==> src/sv/bp12_ram.sv <==
`default_nettype none

module bp12_ram #(
   parameter int WIDTH = 8,
   parameter int DEPTH = 256
) (
   input  wire logic                     clock,
   input  wire logic                     wr_en,
   input  wire logic [$clog2(DEPTH)-1:0] wr_addr,
   input  wire logic [WIDTH-1:0]         wr_data,
   input  wire logic                     rd_en,
   input  wire logic [$clog2(DEPTH)-1:0] rd_addr,
   output      logic [WIDTH-1:0]         rd_data
);

   logic [WIDTH-1:0] mem_ff [DEPTH];

   // A read at the address being written returns the old contents.
   always_ff @(posedge clock) begin
      if (wr_en) begin
         mem_ff[wr_addr] <= wr_data;
      end
      if (rd_en) begin
         rd_data <= mem_ff[rd_addr];
      end
   end

endmodule

`default_nettype wire

==> config.mk <==
export PLATFORM = sky130hd
export DESIGN_NAME = bp12_ram
export DESIGN_NICKNAME = d
export VERILOG_FILES = /design/src/sv/bp12_ram.sv
export SDC_FILE = /design/constraint.sdc
export NUM_CORES = 2
export LEC_CHECK = 0
export BUFFER_PORTS_ARGS = -buffer_cell sky130_fd_sc_hd__buf_2
export CAP_MARGIN = 40
export CORE_ASPECT_RATIO = 1.2
export CORE_MARGIN = 2
export CORE_UTILIZATION = 30
export CTS_BUF_LIST = sky130_fd_sc_hd__clkbuf_8 sky130_fd_sc_hd__clkbuf_16
export CTS_CLUSTER_DIAMETER = 80
export CTS_CLUSTER_SIZE = 25
export DETAILED_ROUTE_END_ITERATION = 10
export MAX_ROUTING_LAYER = met4
export SYNTH_ARGS = -nofsm -noshare
export SYNTH_HDL_FRONTEND = slang
export SYNTH_SLANG_ARGS = --single-unit
export TNS_END_PERCENT = 30
==> constraint.sdc <==
create_clock -name clock -period 2.75 [get_ports clock]
set_clock_uncertainty 0.05 [all_clocks]
set_input_delay 0.4125 -clock clock [delete_from_list [all_inputs] [get_ports clock]]
set_output_delay 0.4125 -clock clock [all_outputs]
set_load 0.01 [all_outputs]
======== Yosys cells after proc, flatten, opt, wreduce, memory -nomap -nowiden ========
Memory sizes are Yosys's and may differ from the RTL's. A register that Yosys moved wholly into a read port is not among the register bits.
Cells that the tools add are included.
operators by class
  muxes and demuxes ....................... 2
operators with widths
  kind              count
  1-bit 2-to-1 mux  2
storage, ports and cells
  logic and storage cells ................. 3
  memories ................................ 1
  memory bits (writable) .................. 2048
  input bits .............................. 27
  register bits after elaboration ......... 0
  output and inout bits ................... 8
memory list
  memory  depth  width  rd ports  clocked after Yosys merged registers in  write ports  RTL line  text
  mem_ff  256    8      1         1                                        1            16        logic [WIDTH-1:0] mem_ff [DEPTH];

======== Depth between registers and ports, before layout ========
  depth in word-level cells ............... 2
  depth in mapped cells ................... 11

======== Worst setup path before layout ========
OpenSTA, ideal clock, no wires.
  kind .................................... input port to flip-flop
  from .................................... in rd_addr[0]
  to ...................................... reg rd_data[2], read port of mem_ff (data pin)
  path buffers ............................ 4
  stages .................................. 9
  data arrival time ....................... 2220 ps
  setup slack ............................. 211 ps
  cells stage by stage .................... buf_6 -> buf_12 -> buf_8 -> buf_2 -> mux4_2 -> a22oi_1 -> a21oi_1 -> nor4_1 -> nor4_2
RTL lines
  item         RTL line  text
  from (decl)  12        input wire logic [$clog2(DEPTH)-1:0] rd_addr,
  to (decl)    13        output logic [WIDTH-1:0] rd_data

==> flow_results.org <==
** Yosys
- Sequential element share of the synthesized area :: 77.5%
- The synthesized netlist contains 54 unique library cells.
- Synthesized area :: 79600 sq um
- Number of cells produced by synthesis :: 3733
- The synthesized design contains 2056 register bits.
- Yosys instantiated no cell more often than edfxtp_1.
- For this run, asynchronously set or reset flops after synthesis account for 0%.
- Post-synth top area share :: 77.5%
- After synthesis, the mean cell area works out to 21.3 sq um.
- When the netlist entered floorplanning its net count stood at 3760.
- The most used flip-flop cell after synthesis is edfxtp_1.
- Top area cells in the synthesized netlist :: edfxtp_1 (78%), mux4_2 (13%), mux2i_1 (1.7%)
- Of all cell types, the one taking the most synthesized area is edfxtp_1.
- Leading cell types by count after synthesis :: edfxtp_1 (2056), mux4_2 (454), nor2_1 (282)
- Total number of yosys warnings :: 0
- The synthesized design contains 2056 enable-type register cells.

** STA
- The final hold violation count came to 0.
- Final Slew Violations :: 0
- Post-route minimum period :: 2.67 ns
- Once routing completed, OpenROAD measured the worst setup slack at 0.0849 ns.
- Worst max-slew margin expressed relative to the limit :: 42.2%
- Setup repair after global routing could not meet its margin everywhere.
- Setup_tns :: 0 ns
- Peak Freq :: 375 MHz
- Setup violations remaining at the end of the flow were counted as 0.
- Share of the clock period used by the worst path :: 96.9%
- Transition time of the tightest slew-check pin :: 0.867 ns

** Route
- DRC errors left :: 0
- The detail route stage leaves a number of antenna-violating nets equal to 0.
- Routed vias :: 39600
- After detailed routing, no signal wire sits above met4.
- Vias per inst :: 5.00
- Summed over all nets, wire length on met2 after detailed routing comes to 109 mm.
- Detailed-route wire length :: 207 mm
- After detailed routing, the met3 layer carries 10.8 mm of wire.
- Iteration count of the initial detailed-routing pass :: 7
- Post-detailed-route wirelength per cell :: 26.1 microns
- After the first detailed-routing iteration, the DRC count stood at 4092.
- Wl on met1 :: 80.4 mm

** Power and ir drop
- Leakage dissipation :: 28.7 nW
- Max VDD drop :: 0.000523 V
- Power density over the cells :: 587 nW/um^2
- After layout, the design draws a total of 54.1 mW.

** Critical path
- The worst setup path is captured at a flop.
- Crit path cell chain :: mux4_2 > a22o_1 > a221oi_1 > buf_4 > o221ai_1 > a211oi_1 > buf_4 > nor4_1
- On the critical path the largest part of the delay comes from compound AO/OA/AOI/OAI gates.
- Startpoint class of the critical path :: flop
- Crit-path slowest cell :: mux4_2
- The critical path contains buffers and inverters numbering 2 combined.
- Slowest Stage Delay on Critical Path :: 0.49 ns
- In this run the worst path has a maximum fanout of 1.
- Worst Path Arrival :: 3.12 ns
- For the worst setup path, the data required time is 3.21 ns.
- Cell repeated most along the worst path :: buf_4
- The setup path with the least slack is of type reg2reg.

** CTS
- For the worst-skew pair, the clock arrives at the later sink with an insertion delay of 0.78 ns.
- Clock tree root driver cell :: clkbuf_16
- CTS Sinks :: 2056
- TritonCTS created 94 clock buffers.
- No sink is reached through more buffers than the 3 on the longest clock path.
- CTS built an H-tree with a depth of 3.
- Clock tree from TritonCTS :: yes
- Post-CTS Setup Inserts :: 0
- Clock slew seen by the registers of the worst setup and hold paths :: 0.10 ns

** Job
- Max capacitance violation total :: 0

** Final layout
- In the final layout, the share of cells above drive strength 1 is 30.6%.
- Measured on the finished design, the core utilization comes to 34.8%.
- At the end of the flow, the number of nets in the layout was 4370.
- After the flow finishes, the layout carries non-filler instances totaling 7919.
- Relative to the synthesized area, the layout overhead comes to 15.7%.

** Placed design
- Number of port buffers :: 34
- Routability-driven placement finished with a final weighted congestion of 0.848.
- Summed over all nets, the half-perimeter wirelength after detailed placement is 140 mm.
- Once placement completed, the tool counted placed cells totaling 7798.
- Before CTS, the worst setup slack after placement is -1.06 ns.

** Floorplan
- The total area inside the core boundary comes to 264000 sq um.
- Count of boundary I/O pins :: 35
- The die is 474 microns wide.
- The die covers 270000 sq um.
- Number of core rows :: 207
- The initial utilization of the core area, before any placement, comes to 30.1%.
- Die extent in y :: 568 microns

** Run status
- The flow ran to the end, and the final reports show no timing, DRC or antenna violations.

** Hold path
- Path class of the lowest-slack min-delay path :: in2reg

** Global routing
- In the global route stage, overall resource usage came out at 15.6%.
- Pin count of the biggest net entering global routing :: 108
- Global-route wire length before repair :: 298 mm
- The number of global-route vias before repair was 40700.
- After global routing the overflow that remains totals 0.
- Antenna violations before repair :: 14
## per-stage QoR
stage	hold slack (ns)	area (sq um)
after global routing	0.0332	92100
final	0.0363	92100
after detailed placement	0.787	89400
after global placement	0.788	89400
after floorplan	0.461	79600
after CTS	0.0561	92100
## final cells by class
class / count / area, sq um
flip-flops and latches: 2056 / 61700
repair buffers: 747 / 6770
clock inverters: 16 / 239
clock buffers: 94 / 2350
diodes: 9 / 22.5
inverters: 2 / 7.51
multi-input cells: 1442 / 16600
fillers: 24500 / 172000
well taps: 3553 / 4450
## final timing paths
path / startpoint / to / slack [ns] / cells after the start
setup reg to reg: mem_ff[26][5] / rd_data[5] / 0.08 / 8
hold reg to reg: mem_ff[6][0] / rd_data[0] / 1.14 / 6
hold / removal: wr_data[7] / mem_ff[241][7] / 0.04 / 1
setup / recovery: mem_ff[26][5] / rd_data[5] / 0.08 / 8
## registers in the layout, indices dropped and copies added, names as in the netlist
name     cells
rd_data      8
mem_ff    2048
## routing by layer
layer  track usage, %  vias to the layer above
met5                -                        -
met4             4.94                        0
met3             1.71                      230
met2             26.9                     1240
met1             19.1                    21400
li1                 -                    16700
## layout by cell type (no fill, tap or decap), types with 24 or more instances in the layout
cell / instances
nand3_1: 34
o22ai_1: 28
mux4_2: 454
nor2_1: 279
buf_2: 24
clkbuf_16: 94
mux2i_1: 134
nand2_1: 33
edfxtp_1: 2056
nor2b_1: 28
buf_12: 91
buf_4: 619
a22oi_1: 132
a21oi_1: 96
o221ai_1: 46
## worst register-to-register path, stage by stage, from the launching register on
cell	delay, ns
edfxtp_1	0.38
mux4_2	0.49
a22o_1	0.27
a221oi_1	0.26
buf_4	0.18
o221ai_1	0.22
a211oi_1	0.33
buf_4	0.18
nor4_1	0.05
## what timing repair did
action	in CTS	in global routing
endpoints found under the setup margin	4	5
hold buffers	2	0
pin swaps	0	0
resized for setup	6	6
hold endpoints to repair	33	0
## where the power goes
part	internal (mW)	switching [mW]
sequential	34.5	0.0434
clock	6.45	9.43
combinational	1.50	2.20
## kinds of logic (layout without fill, tap and decap cells)
family | count (synthesis) | after routing | synth area share (%)
other | 0 | 9 | 0
and+or+nand+nor | 466 | 466 | 2.63
AOI/OAI and AO/OA | 385 | 385 | 3.42
buffers and inverters | 235 | 859 | 1.83
DFF | 2056 | 2056 | 77.5
muxes | 591 | 591 | 14.6
No activity file was read; power rests on OpenSTA's default activity.
