--- config.mk ---
export PLATFORM = sky130hd
export DESIGN_NAME = bp12_stats
export DESIGN_NICKNAME = d
export VERILOG_FILES = /design/src/sv/bp12_pkg.sv /design/src/sv/bp12_stats.sv
export SDC_FILE = /design/constraint.sdc
export NUM_CORES = 1
export LEC_CHECK = 0
export ABC_AREA = 1
export BUFFER_PORTS_ARGS = -buffer_cell sky130_fd_sc_hd__buf_4
export CORE_ASPECT_RATIO = 0.6
export CORE_MARGIN = 2
export CORE_UTILIZATION = 36
export CTS_CLUSTER_SIZE = 40
export DETAILED_ROUTE_END_ITERATION = 7
export PLACE_DENSITY = 0.68
export SKIP_LAST_GASP = 1
export SYNTH_ARGS = -nofsm -noshare
export SYNTH_HDL_FRONTEND = slang
export SYNTH_SLANG_ARGS = --single-unit
--- constraint.sdc ---
create_clock -name clock -period 1.61 [get_ports clock]
set_input_delay 0.0805 -clock clock [delete_from_list [all_inputs] [get_ports clock]]
set_output_delay 0.0805 -clock clock [all_outputs]
set_load 0.02 [all_outputs]
--- src/sv/bp12_pkg.sv ---
`default_nettype none

package bp12_pkg;

   localparam int TABLE_ENTRIES_DEFAULT = 256;
   localparam int ADDRESS_BITS_DEFAULT  = 32;
   localparam int BRANCH_ADDR_W         = 32;
   localparam int COUNT_W               = 32;

   // Two-bit counter encodings.
   localparam logic [1:0] CTR_STRONG_NOT_TAKEN = 2'd0;
   localparam logic [1:0] CTR_WEAK_TAKEN       = 2'd2;
   localparam logic [1:0] CTR_STRONG_TAKEN     = 2'd3;

   typedef struct packed {
      logic [BRANCH_ADDR_W-1:0] branch_address;
      logic                     outcome_taken;
   } req_type;

   typedef struct packed {
      logic               entry_known;
      logic               predict_one;
      logic               predict_two;
      logic               correct_one;
      logic               correct_two;
      logic [COUNT_W-1:0] branches_seen;
      logic [COUNT_W-1:0] taken_seen;
      logic [COUNT_W-1:0] not_taken_seen;
      logic [COUNT_W-1:0] hits_one;
      logic [COUNT_W-1:0] misses_one;
      logic [COUNT_W-1:0] hits_two;
      logic [COUNT_W-1:0] misses_two;
   } rsp_type;

   typedef struct packed {
      logic fire;
      logic taken;
      logic known;
      logic correct_one;
      logic correct_two;
   } stats_event_type;

   typedef struct packed {
      logic [COUNT_W-1:0] total;
      logic [COUNT_W-1:0] taken;
      logic [COUNT_W-1:0] not_taken;
      logic [COUNT_W-1:0] hit_one;
      logic [COUNT_W-1:0] miss_one;
      logic [COUNT_W-1:0] hit_two;
      logic [COUNT_W-1:0] miss_two;
   } stats_count_type;

endpackage

`default_nettype wire

--- src/sv/bp12_stats.sv ---
`default_nettype none

module bp12_stats (
   input  wire logic                    clock,
   input  wire logic                    reset,
   input  wire bp12_pkg::stats_event_type evt,
   output      bp12_pkg::stats_count_type count
);

   bp12_pkg::stats_count_type count_ff;
   bp12_pkg::stats_count_type count_in;

   function automatic logic [bp12_pkg::COUNT_W-1:0] sat_inc(
      input logic [bp12_pkg::COUNT_W-1:0] value
   );
      if (value == '1) begin
         return value;
      end
      return value + bp12_pkg::COUNT_W'(1);
   endfunction

   always_comb begin
      count_in = count_ff;
      if (evt.fire) begin
         count_in.total = sat_inc(count_ff.total);
         if (evt.taken) begin
            count_in.taken = sat_inc(count_ff.taken);
         end else begin
            count_in.not_taken = sat_inc(count_ff.not_taken);
         end
         if (evt.known) begin
            if (evt.correct_one) begin
               count_in.hit_one = sat_inc(count_ff.hit_one);
            end else begin
               count_in.miss_one = sat_inc(count_ff.miss_one);
            end
            if (evt.correct_two) begin
               count_in.hit_two = sat_inc(count_ff.hit_two);
            end else begin
               count_in.miss_two = sat_inc(count_ff.miss_two);
            end
         end
      end
   end

   always_ff @(posedge clock) begin
      if (reset) begin
         count_ff <= '0;
      end else begin
         count_ff <= count_in;
      end
   end

   assign count = count_ff;

endmodule

`default_nettype wire

### Word-level counts from Yosys, hierarchy flattened

Cells that the tools add are included.

* flip-flop bits (word level): 224
* word-level logic and storage cells: 69
* input port bits: 7
* output and inout bits: 224

* eq/ne operators: 14
* multiplexer cells: 31
* add/subtract/negate cells: 7
* bitwise logic cells: 3
* reduce and logical (&&, ||, !) cells: 7

Operators by type and width (number)
* adder 32 x 1 -> 32 bit, second input constant: 7
* == test 32 bit, second input constant: 7
* 2-to-1 mux 32 bit: 7
* 2-to-1 mux 1 bit: 24
* AND reduction 4 bit: 4
* != test 2 bit, second input constant: 7
* AND reduction 3 bit: 2
* NOT 1 bit: 3
* AND reduction 2 bit: 1

### Longest topological paths before layout

* word-level depth: 7
* gate-level depth with buffers: 11
* mapped depth without buffers: 11

### Worst setup path after synthesis

No wires, ideal clock.

* path type: reg-to-reg
* start point: reg count_ff (netlist bit count[65])
* end point: reg count_ff (netlist bit count[76])
* slack: -0.188 ns
* path buffers: 1
* stages on the path, launching flop included: 12
* period minus slack after synthesis: 1.798 ns
* arrival time: 1.666 ns
* library setup time: 0.132 ns
* required time: 1.478 ns
* cell sequence: dfxtp_1 > ha_1 > nand2_1 > nor2_4 > nand2_2 > nor2_4 > nand2_2 > nand2_4 > inv_2 > buf_2 > nand2_1 > a21oi_1

* word-level cells in the longest chain between the ends: 7
* elaborated cells on any way between the ends: 9
* classes of those cells: add/sub: 1; eq/ne: 2; mux: 5; reduce/logical: 1

Ends and longest elaborated chain
* from (decl): RTL line bp12_stats.sv:10 `bp12_pkg::stats_count_type count_ff;`
* from (signal assigned): RTL line bp12_stats.sv:50 `count_ff <= count_in;`
* == test 32 bit: RTL line bp12_stats.sv:16 `if (value == '1) begin`
* 2-to-1 mux 1 bit: RTL line bp12_stats.sv:16
* 2-to-1 mux 1 bit: RTL line bp12_stats.sv:32 `if (evt.correct_one) begin`
* 2-to-1 mux 1 bit: RTL line bp12_stats.sv:31 `if (evt.known) begin`
* 2-to-1 mux 1 bit: RTL line bp12_stats.sv:24 `if (evt.fire) begin`
* != test 2 bit (no line)
* AND reduction 4 bit (no line)

Several ways; a longest one is shown, not always the timed one. The select of a mux whose other input is x is not followed.
A chain may end at the register's enable or synchronous reset.

### Worst setup path in the final report

* start point: reg count_ff (netlist bit count[128])
* end point: reg count_ff (netlist bit count[143])

* word-level cells in the longest chain between the ends: 6
* elaborated cells on any way between the ends: 8
* classes of those cells: add/sub: 1; eq/ne: 2; mux: 4; reduce/logical: 1

Ends and longest elaborated chain
* parallel branches: the longest is 6 deep, another holds adder 32 x 1 -> 32 bit

Parallel ways; which one is timed is not known. The select of a mux whose other input is x is not followed.

==> summary by stage <==
Outcome
The flow ran to the end, but the final reports show violations. The checks that failed: setup timing.

Synthesis
The area share of the leading cell type in the synthesized netlist is 32.8%. The cell with the most instances after synthesis is sky130_fd_sc_hd__nand2_1. In this run the cell area of the synthesized design comes to 0.0137 mm2. Of the post-synthesis cell area, the part taken by muxes is 0%. The async set-or-reset flop fraction in the synthesized netlist is 0%. Synthesis handed over a netlist of 2298 instances. In this run, synthesis inferred 0 flip-flops with an integrated enable. Summing the areas of all compound-gate instances in the mapped netlist gives 8.07% of the synthesized area. The predominant post-synthesis flop cell is sky130_fd_sc_hd__dfxtp_1.

After synthesis, the cell types taking the most area are sky130_fd_sc_hd__dfxtp_1, sky130_fd_sc_hd__nand2_1, sky130_fd_sc_hd__nor2_1. The share of the synthesized netlist area taken by xor and xnor gates is 2.11%. Yosys mapped the design onto 33 distinct sky130hd cell types. sky130_fd_sc_hd__dfxtp_1 takes more of the synthesized area than any other cell. The simple-gate area share of the yosys netlist is 46.5%. The post-synthesis average cell area is 5.95 um2. The sequential-to-total area share from yosys stat is 32.8%. The register bit total from synthesis is 224. After Yosys synthesis, full adders, half adders and majority gates account for 0.640% of the synthesized area. During synthesis, Yosys emitted a total of 0 warnings. Sorting the synthesized cells by how often they occur yields sky130_fd_sc_hd__nand2_1, sky130_fd_sc_hd__nor2_1, sky130_fd_sc_hd__inv_1. The main combinational cell family by area after synthesis is simple AND/OR/NAND/NOR gates. Counting every net in the synthesized netlist gives 2312.

Placement
The total cell area at the placement stage is 0.0183 mm2. The last weighted congestion value of the routability-driven placer is 0.950. The wire-length estimate of the detail-placed layout is 36.7 mm. Buffers placed on the I/O ports in this run total 230.

Timing analysis after detailed placement gives a worst setup slack of -0.334 ns.

Finish
The number of flip-flops in the largest register is 224. The area used by multi-input combinational logic is 0.00924 mm2. After filler insertion, the fill cell instance count of the layout stands at 3438. The design area is 0.0213 mm2.

The post-route netlist has 35.7% of its cells at a drive strength greater than 1. In the final layout, flip-flops and latches occupy 0.00462 mm2. The number of antenna diodes is 0. The layout net count is 2878. Compared with the post-synthesis result, the final layout area differs by 56.0%.

Critical path
Counting stages on the worst path, the most repeated cell is sky130_fd_sc_hd__nor2_4. The signal arrival time at the worst endpoint is 2.14 ns. The kind of critical path is flop to flop.

The category of the worst setup path launch point is a flop. In this design, the largest share of critical-path delay is due to simple AND/OR/NAND/NOR gates. At the worst endpoint, the required time is 2.06 ns. In this design, the stage delay of the slowest critical-path cell is 0.34 ns. The reg-to-reg startpoint is count[128]. In this run the critical register-to-register path is captured at count[143]. The number of buffers and inverters on the critical path is 2. The critical path runs through a total of 11 cells. The setup check on the worst reg-to-reg path leaves a slack of -0.08 ns. The element type at the critical path end is a flop. The largest individual stage delay along the critical path comes from the cell sky130_fd_sc_hd__dfxtp_2. The biggest fanout along the worst timing path is 4. The signal on the critical path passes through ha_4, nand2_4, nor2_4, nand2_2, nor2_4, buf_6, a21oi_4, clkbuf_16, nand3_2, nand2_1, nor2_1. Counting cells, the worst reg-to-reg path comes to 11.

Detailed routing
In the detailed route, the total length drawn on met3 is 4.70 mm. After the first detailed-routing iteration, the DRC count stood at 1533. The highest layer used for signal routing is met4.

The post-detailed-route DRC marker count is 0. After detailed routing, the number of vias per cell comes to 5.10. The first detailed-routing pass took 6 iterations. The total number of vias is 17300. Wires add up to 53.7 mm. Wire segments on met2 add up to 23.4 mm in the final route.

After detailed routing, the average wire length per cell comes to 15.8 um. The wire length the detailed router placed on met1 is 24.2 mm. The count of nets left with antenna violations after detail routing is 0.

CTS
TritonCTS built the clock tree. The later pin in the worst-skew pair is clocked with a latency of 0.55 ns. Clock tree synthesis inserted a total of 26 buffers. In this run the clock root is driven by a sky130_fd_sc_hd__clkbuf_16. The clock-pin transition on the worst setup and hold timing paths is 0.06 ns. The buffer depth of the longest clock path is 3.

The number of sinks driven by the clock tree is 224. In this run the number of H-tree levels came out at 1.

Timing
Clock skew on the completed layout was measured at 0.0159 ns. The final setup violation count is 85. Setup repair after global routing could not meet its margin everywhere. At the pin with the least slew margin, the transition time is 0.628 ns. The part of the cycle the worst path needs is 105%. The smallest clock period supported by the final layout is computed as 1.69 ns.

The hold violation total from the final report was 0. Once routing completed, OpenROAD measured the worst setup slack at -0.0819 ns. Measured against its own limit, the worst slew margin works out to 58.1%.

Static timing analysis puts the maximum clock frequency at 591 MHz. The final number of max-transition violations is 0.

Global route
The via count of the first global-routing pass was 15400. The wire length of the first global-routing pass is 78.6 mm. The global router's overall resource usage is 23.8%.

The total overflow left after global routing is 0. The number of antenna violations at the first check in global routing is 0. The pin count of the biggest net entering global routing is 51.

Power and ir drop
The areal power density over the cells is 601 mW/mm2. The worst-case vdd ir drop is 0.677 mV. The total power consumption of the routed design is 12800 uW. The cell leakage power is 0.00923 uW.

Floorplan
The placement row count is 55. The overall die width is 256 um. The overall die area is 0.0396 mm2. The total area inside the core boundary comes to 0.0376 mm2. The overall die height is 155 um. The initial core utilization is 36.4%. The I/O pin total is 231.

Flow run
Max-cap violations in this run came to 0.

Min path
The worst hold path was traced through 4 stages. The startpoint identified for the worst hold timing path is evt[4]. The class of the worst hold path is input port to flop. The sink of the worst hold path is count[168].
[report_power, final]
part           switching (uW)  leakage (uW)  internal (uW)
registers                62.7       0.00185           5580
clock network            2580      0.000435           3560
logic                     633       0.00695            417
[worst max-delay path by stage]
stage | slack [ns] | to | from
finish | -0.08 | count[143] | count[128]
global route | -0.17 | count[191] | count[161]
CTS | -0.05 | count[187] | count[162]
detailed placement | -0.33 | count[134] | count[128]
global placement | -0.28 | count[159] | count[128]
floorplan | 0.001 | count[177] | count[160]
[logic make-up (layout without fill, tap and decap cells)]
| family | after synthesis | count (layout) |
|---|---|---|
| simple gates | 1509 | 1512 |
| xor+xnor | 33 | 33 |
| buf+inv | 330 | 912 |
| flops | 224 | 224 |
| compound gates | 195 | 196 |
| fa+ha+maj | 7 | 7 |
[final cells by class]
class,instances,share of cell area [%]
clock buffers,35,3.49
clock inverters,13,0.533
inverters,270,4.81
multi-input cells,1748,43.3
flip-flops and latches,224,21.6
well taps,513,3.01
repair buffers,594,23.3
[layer usage]
metal  vias to the layer above  GRT usage, %
li1                       8368             -
met2                       793          36.5
met5                         -             0
met1                      8061          34.6
met3                        97          3.81
met4                         0          6.29
[stage by stage]
| step | utilization (%) | hold WS (ns) | instances | TNS (ns) |
|---|---|---|---|---|
| after global routing | 56.8 | 0.0574 | 3397 | -11.46 |
| after detailed placement | 48.6 | 0.487 | 3280 | -14.03 |
| after global placement | 48.6 | 0.476 | 3280 | -9.48 |
| after floorplan | - | 0.302 | 2298 | 0 |
| after CTS | 52.5 | 0.0212 | 3360 | -0.408 |
| final | 56.8 | 0.0505 | 3397 | -2.65 |
[layout by cell type (no fill, tap or decap), drive strengths merged, types with 7 or more instances in the layout]
cell,count
nand2,657
buf,581
nor2,542
inv,269
dfxtp,224
nand3,212
a21oi,111
clkbuf,45
o21bai,43
nand4,40
o21ai,38
nor3,28
xor2,22
nand3b,17
clkinv,12
xnor2,11
ha,7
[timing repair]
action                     in CTS  in global routing
setup buffers                  21                 29
pin swaps                      20                 96
hold buffers                    3                  0
setup endpoints to repair     124                220
resized for setup              83                330
gates cloned                    8                 13
hold endpoints to repair       31                  0
[worst register-to-register path, cell delays in order, from the launching register on]
cell and delay (ns):
sky130_fd_sc_hd__dfxtp_2 0.34, sky130_fd_sc_hd__ha_4 0.17, sky130_fd_sc_hd__nand2_4 0.08, sky130_fd_sc_hd__nor2_4 0.05
sky130_fd_sc_hd__nand2_2 0.10, sky130_fd_sc_hd__nor2_4 0.06, sky130_fd_sc_hd__buf_6 0.11, sky130_fd_sc_hd__a21oi_4 0.28
sky130_fd_sc_hd__clkbuf_16 0.23, sky130_fd_sc_hd__nand3_2 0.07, sky130_fd_sc_hd__nand2_1 0.08, sky130_fd_sc_hd__nor2_1 0.05
Note: power is estimated with default switching activity, not from simulation.
